### src/hw/rtl/sfd_pkg.sv
`timescale 1ns / 1ps

package sfd_pkg;

	localparam int unsigned FIELD_W      = 64;
	localparam int unsigned IN_TDATA_W   = 2 * FIELD_W;
	localparam int unsigned OUT_TDATA_W  = 2 * FIELD_W;
	localparam int unsigned OUT_TUSER_W  = 2;

	// tuser bit positions on the result side
	localparam int unsigned TUSER_DZ_BIT = 0;
	localparam int unsigned TUSER_OV_BIT = 1;

	typedef struct packed {
		logic valid;
		logic neg_a;
		logic neg_b;
		logic dz;
		logic ov;
	} ctl_t;

endpackage

### src/hw/rtl/sfd_cell.sv
`timescale 1ns / 1ps

module sfd_cell #(
	parameter int unsigned W = 64
) (
	input  logic                clk,
	input  logic                arst_n,
	input  logic                advance,
	input  sfd_pkg::ctl_t       ctl_in,
	input  logic [W-1:0]        rem_in,
	input  logic [W-1:0]        aq_in,
	input  logic [W-1:0]        mb_in,
	output sfd_pkg::ctl_t       ctl_q,
	output logic [W-1:0]        rem_q,
	output logic [W-1:0]        aq_q,
	output logic [W-1:0]        mb_q
);

	logic [W:0]   trial;
	logic [W:0]   diff;
	logic         ge;
	logic [W-1:0] rem_next;
	logic [W-1:0] aq_next;

	// bring down the next dividend bit and try one subtraction
	assign trial    = {rem_in, aq_in[W-1]};
	assign diff     = trial - {1'b0, mb_in};
	assign ge       = trial >= {1'b0, mb_in};
	assign rem_next = ge ? diff[W-1:0] : trial[W-1:0];
	assign aq_next  = {aq_in[W-2:0], ge};

	always_ff @(posedge clk or negedge arst_n) begin
		if (!arst_n) begin
			ctl_q <= '0;
		end else if (advance) begin
			ctl_q <= ctl_in;
		end
	end

	always_ff @(posedge clk) begin
		if (advance) begin
			rem_q <= rem_next;
			aq_q  <= aq_next;
			mb_q  <= mb_in;
		end
	end

endmodule

### config.mk
export PLATFORM = sky130hd
export DESIGN_NAME = sfd_cell
export DESIGN_NICKNAME = d
export VERILOG_FILES = /design/src/hw/rtl/sfd_pkg.sv /design/src/hw/rtl/sfd_cell.sv
export SDC_FILE = /design/constraint.sdc
export NUM_CORES = 1
export LEC_CHECK = 0
export ABC_AREA = 0
export CAP_MARGIN = 20
export CORE_MARGIN = 2
export CORE_UTILIZATION = 40
export DETAILED_ROUTE_END_ITERATION = 8
export DONT_BUFFER_PORTS = 1
export PLACE_DENSITY = 0.62
export RECOVER_POWER = 50
export SYNTH_ARGS = -nofsm -noshare
export SYNTH_HDL_FRONTEND = slang
export SYNTH_SLANG_ARGS = --single-unit
### constraint.sdc
create_clock -name clk -period 1.04 [get_ports clk]
set_clock_uncertainty 0.2 [all_clocks]
set_input_delay 0.104 -clock clk [delete_from_list [all_inputs] [get_ports clk]]
set_output_delay 0.104 -clock clk [all_outputs]
set_load 0.01 [all_outputs]
==> flow_metrics.tcl, run 1 <==
set metrics [dict create \
    drt_wl_total_mm 39.17 \
    grt_pass1_vias 10105 \
    cts.path.max_buffers 2 \
    yosys_warnings 0 \
    placed_area_um2 13860 \
    finalCriticalPeriod_ns 2.645 \
    drive_gt1_frac 0.3831 \
    worst_slack_ns -1.605 \
    critical_path_class "in -> reg" \
    fp.dieW_um 171.8 \
    multi_input_area_um2 5979 \
    final_common_cell "buf_4" \
    drc 0 \
    power_leakage_nw 7.152 \
    layout_common_cells "295 x buf_4, 192 x edfxtp_1, 187 x dlygate4sd3_1, 63 x inv_1, 59 x a21oi_1" \
    maxSlewHeadroom 0.6278 \
    end_kind "flop" \
    maxCapViolations 0 \
    synth_edf_count 192 \
    dr_total_vias 9884 \
    synthToLayoutAreaGrowth_pct 57.47 \
    ys_types 68 \
    vdd_ir_drop_max_mv 1.086 \
    wl_per_cell_um 20.99 \
    failed_checks "negative hold slack, negative setup slack" \
    place_hpwl_mm 26.58 \
    synthArstFlopShare 0.02538 \
    grt_max_degree 198 \
    utilization 0.6381 \
    critPathLaunchType "primary input" \
    antenna_cells 0 \
    fin_cells 1866 \
    ant_nets 0 \
    r2r_cells 1 \
    dieArea_um2 29500 \
    final_max_slew_viol_count 0 \
    arrival_ns 2.63 \
    synth_fp_nets 1263 \
    setup_violations 262 \
    cts_tree "yes" \
    portBuffers 0 \
    num-fill-cells 2176 \
    ys_ff_latch 197 \
    synthesis.area_um2 11260 \
    cts_hold_buf 187 \
    synth_seq_area_share 0.5232 \
    final_net_count 1740 \
    min_path_cells 0 \
    ff_latch_area_um2 5891 \
    vias_per_cell 5.297 \
    antenna_found_initial 0 \
    synth_ff_type "edfxtp_1" \
    fp-row-count 61 \
    status "finished with violations" \
    syn_inst 998 \
    design_area_um2 17730 \
    powerDensity_nw_per_um2 1373 \
    drt_iter0_drc 555 \
    start_util 0.4052 \
    dp_slack_ns -2.260 \
    numCtsBuffers 17 \
    dp_cells 1613 \
    die_h_um 171.8 \
    min-delay-path-class "in -> reg" \
    io_pins 397 \
    cts-root-buf "clkbuf_16" \
    clkSinkCount 197 \
    worstMarginPinSlew_ns 0.5583 \
    grt_use_total 0.2510 \
    min_period_over_period 2.543 \
    hold_viol 210 \
    cp_max_fo 8 \
    gp_congestion 0.8517 \
    core_region_area_um2 27780 \
    grt_pass1_wl_mm 56.02 \
    clock.fmax_mhz 378.0 \
    grt_overflow 0 \
    drtPass1Iterations 5 \
    cts.htree.levels 4 \
    rsz0062_at_grt "yes" \
    whs_ns -0.4530 \
    clk_pin_slew_ns 0.08 \
    cp.required_ns 1.02 \
    synth_area_per_cell_um2 11.28 \
    fin_tns_setup_ns -127.33 \
    clock_latency_ns 0.43 \
]
## state kept, by name, indices dropped and copies added (netlist names)
register and count:
rem_q 64, aq_q 64, mb_q 64, ctl_q 5
## final cells by class
class / instances / share of cell area
multi-input combinational: 670 / 0.3373
sequential: 197 / 0.3323
timing repair buffer: 506 / 0.2496
tap: 378 / 0.02668
clock buffer: 17 / 0.02400
inverter: 83 / 0.01983
clock inverter: 15 / 0.01037
## worst max-delay path: stages
cell and delay, ns:
inv_1 0.07, ha_4 0.21, and2_1 0.17, a221o_1 0.34, a21o_1 0.19, a2111o_1 0.39
a211o_1 0.27, and4_4 0.21, nor2_8 0.14, inv_8 0.10, buf_12 0.15, mux2_2 0.28
## metal layers
| metal | track usage | up-vias | part of all wire |
|---|---|---|---|
| li1 | - | 4686 | - |
| met1 | 0.2856 | 4775 | 0.39 |
| met2 | 0.4643 | 365 | 0.51 |
| met3 | 0.05706 | 58 | 0.062 |
| met4 | 0.07965 | 0 | 0.029 |
| met5 | 0 | - | 0 |
## path summary, 6_finish.rpt
path,startpoint,end,slack [ns]
min,mb_in[0],mb_q[0],-0.45
max,mb_in[46],rem_q[22],-1.61
max in group asynchronous,arst_n,ctl_q[1],0.13
min in group asynchronous,arst_n,ctl_q[3],0.32
max reg2reg,ctl_q[1],ctl_q[1],0.05
min reg2reg,ctl_q[3],ctl_q[3],0.34
## repair_timing
item                       4_1_cts  5_1_grt
setup buffers                   13       21
cloned                           2        0
setup endpoints to repair      262      262
resized for setup              123       87
pin swaps                       36       59
hold endpoints to repair       393      208
## metrics by stage
stage	power (W)	hold slack, ns
after CTS	0.02398	-0.4711
after global routing	0.02534	-0.4760
after floorplan	0.01359	-0.3916
after global placement	0.01585	-0.3914
after detailed placement	0.01589	-0.3914
final	0.02434	-0.4530
## synthesized netlist by cell type (6+ instances only)
| cell type | instances | share of area |
|---|---|---|
| nand3_1 | 33 | 0.015 |
| o21a_1 | 15 | 0.010 |
| a21boi_0 | 6 | 0.0040 |
| ha_1 | 64 | 0.071 |
| a21oi_2 | 7 | 0.0054 |
| nor2b_1 | 10 | 0.0056 |
| o21bai_1 | 9 | 0.0060 |
| nor3_1 | 25 | 0.011 |
| nand4_1 | 22 | 0.012 |
| nor4_1 | 6 | 0.0033 |
| mux2_4 | 6 | 0.0080 |
| nand2_1 | 61 | 0.020 |
| xnor2_1 | 35 | 0.027 |
| o211ai_1 | 10 | 0.0067 |
| a211oi_1 | 7 | 0.0047 |
| a21o_1 | 29 | 0.019 |
| mux2_2 | 47 | 0.047 |
| and3_1 | 11 | 0.0061 |
| nor2_1 | 39 | 0.013 |
| xor2_1 | 16 | 0.012 |
| clkbuf_1 | 37 | 0.012 |
| a21oi_1 | 90 | 0.040 |
| a31oi_1 | 7 | 0.0039 |
| edfxtp_1 | 192 | 0.51 |
| o21ai_0 | 35 | 0.016 |
| inv_1 | 82 | 0.027 |
| buf_2 | 7 | 0.0031 |
| o31ai_1 | 7 | 0.0047 |
## power by group
part | internal (W) | leakage (nW) | switching, W
logic | 0.00374 | 4.92 | 0.00295
clock network | 0.00366 | 0.298 | 0.00333
registers | 0.00980 | 1.94 | 0.000860
## cell families after synthesis
family | count (synthesis) | share of synthesized area
muxes | 55 | 0.05679
AOI/OAI and AO/OA | 265 | 0.1559
buffers and inverters | 131 | 0.04712
xor gates and xnor gates | 51 | 0.03967
DFF | 197 | 0.5232
and+or+nand+nor | 234 | 0.1044
adders and majority gates | 65 | 0.07291
Power figures use the tool's default switching activity.
==> run 2: changes to the inputs <==
--- a/config.mk
+++ b/config.mk
@@ -15,2 +15,3 @@
 export RECOVER_POWER = 50
+export SETUP_SLACK_MARGIN = 0.2
 export SYNTH_ARGS = -nofsm -noshare
--- a/constraint.sdc
+++ b/constraint.sdc
@@ -4,2 +4,2 @@
 set_output_delay 0.104 -clock clk [all_outputs]
-set_load 0.01 [all_outputs]
+set_load 0.005 [all_outputs]
==> flow_metrics.tcl, run 2 (same netlist as run 1, synthesis figures left out) <==
set metrics [dict create \
    drc 0 \
    top_regs "aq_q x64, mb_q x64, rem_q x64" \
    placed_area_um2 13800 \
    grt_pass1_vias 9790 \
    min_to "mb_q[0]" \
    sw_frac_of_total 0.2870 \
    clk_pin_slew_ns 0.08 \
    clock_latency_ns 0.44 \
    place_hpwl_mm 26.54 \
    clock.fmax_mhz 384.2 \
    max_stage_delay_ns 0.59 \
    drt_iter0_drc 442 \
    ant_nets 0 \
    fin_cells 1813 \
    dr_total_vias 9585 \
    switching_power_w 0.006768 \
    hp-start "mb_in[0]" \
    grt_max_degree 198 \
    r2r_cells 1 \
    die_h_um 171.8 \
    clkSinkCount 197 \
    io_pins 397 \
    cts-root-buf "clkbuf_16" \
    vdd_ir_drop_max_mv 0.9848 \
    seqPwrFrac 0.438 \
    drt_wl_total_mm 37.69 \
    dp_cells 1605 \
    finalCriticalPeriod_ns 2.603 \
    vias_per_cell 5.287 \
    worst_slack_ns -1.563 \
    numCtsBuffers 17 \
    synthToLayoutAreaGrowth_pct 52.96 \
    final_max_slew_viol_count 0 \
    grt_use_total 0.2450 \
    maxCapViolations 0 \
    p_int_w 0.01682 \
    total_power_w 0.02358 \
    path_delay_family "simple AND/OR/NAND/NOR gates" \
    fp.dieW_um 171.8 \
    clkPwrFrac 0.286 \
    fin_tns_setup_ns -119.28 \
    min-delay-path-class "in -> reg" \
    wl_per_cell_um 20.79 \
    powerDensity_nw_per_um2 1370 \
    drive_gt1_frac 0.3923 \
    arrival_ns 2.61 \
    failed_checks "negative hold slack, negative setup slack" \
    layout_common_cells "292 x buf_4, 192 x edfxtp_1, 137 x dlygate4sd3_1, 71 x inv_1, 63 x a21oi_1" \
    antenna_cells 0 \
    drtPass1Iterations 5 \
    dp_slack_ns -2.286 \
    grt_overflow 0 \
    critical_path_class "in -> reg" \
    min_period_over_period 2.503 \
    cp_max_fo 6 \
    pwr-share-comb 0.276 \
    whs_ns -0.4595 \
    crit_path_top_delay_cell "or4_4" \
    cts.path.max_buffers 2 \
    worstMarginPinSlew_ns 0.5533 \
    status "finished with violations" \
    critPathLaunchType "primary input" \
    hold_viol 262 \
    gp_congestion 0.8579 \
    core_region_area_um2 27780 \
    cts_tree "yes" \
    fp-row-count 61 \
    portBuffers 0 \
    min_path_cells 0 \
    design_area_um2 17220 \
    cp_num_buf_inv 5 \
    end_kind "flop" \
    rr_endpoint "ctl_q[1]" \
    final_common_cell "buf_4" \
    dieArea_um2 29500 \
    cp.required_ns 1.04 \
    rsz0062_at_grt "yes" \
    reg2reg_slack_ns 0.07 \
    power_leakage_nw 6.951 \
    antenna_found_initial 0 \
    path_cells "inv_4 -> ha_4 -> nand4_1 -> buf_4 -> buf_6 -> buf_6 -> nor2_2 -> a22oi_1 -> a21oi_1 -> or4_4 -> o211ai_1 -> buf_4 -> nor2b_1 -> xnor2_1 -> mux2_4" \
    maxSlewHeadroom 0.6312 \
    setup_violations 262 \
    r2r_start "ctl_q[1]" \
    start_util 0.4052 \
    cts.htree.levels 4 \
    final_net_count 1687 \
    grt_pass1_wl_mm 54.90 \
]
-- run 2: cell types whose count changed in the layout (fill, tap and decap cells not counted), sizes merged --
cell	previous run	this run
buf	319	316
inv	91	89
dlygate4sd3	187	137
bufinv	2	1
clkinvlp	1	2
clkinv	4	6
-- run 2: worst max path at each step --
stage,start,end,slack [ns],cells past startpoint
6_report,mb_in[35],rem_q[52],-1.56,15
5_1_grt,mb_in[35],rem_q[52],-1.67,15
4_1_cts,rem_in[41],rem_q[48],-1.56,12
3_5_place_dp,aq_in[63],rem_q[50],-2.29,14
3_3_place_gp,mb_in[4],rem_q[59],-2.22,13
2_1_floorplan,mb_in[44],rem_q[48],-2.10,15
-- run 2: layout make-up --
type	instances	area, µm²
clock inverters	15	166.4
fillers	2261	10560
repair buffers	453	3914
inverters	83	349.1
flip-flops and latches	197	5891
well taps	378	473.0
clock buffers	17	425.4
multi-input cells	670	6002
-- run 2: through the flow --
| stage | utilization | hold slack [ns] |
|---|---|---|
| final | 0.6198 | -0.4595 |
| after global placement | 0.4968 | -0.3915 |
| after CTS | 0.5987 | -0.4793 |
| after detailed placement | 0.4968 | -0.3915 |
| after global routing | 0.6198 | -0.4815 |
| after floorplan | - | -0.3916 |
-- run 2: timing repair --
| item | 4_1_cts | 5_1_grt |
|---|---|---|
| pin swaps | 49 | 57 |
| gates resized for setup | 118 | 88 |
| gates cloned | 2 | 0 |
| setup endpoints to repair | 267 | 267 |
| buffers inserted | 22 | 15 |
| hold buffers | 135 | 2 |
| endpoints found under the hold margin | 393 | 264 |
-- run 2: metal layers --
metal  vias up  share of wire  track usage
met5         -              0            0
met4         0          0.021      0.06905
met3        47          0.069      0.06765
met2       339           0.52       0.4444
met1      4609           0.39       0.2819
li1       4590              -            -
-- run 2: power groups by stage --
stage                     clock [W]  sequential (W)  combinational, W
after CTS                   0.00684          0.0104           0.00603
after global routing        0.00715          0.0104           0.00705
after floorplan                   0          0.0103           0.00299
final                       0.00675          0.0103           0.00650
after global placement            0          0.0105           0.00494
after detailed placement          0          0.0105           0.00499
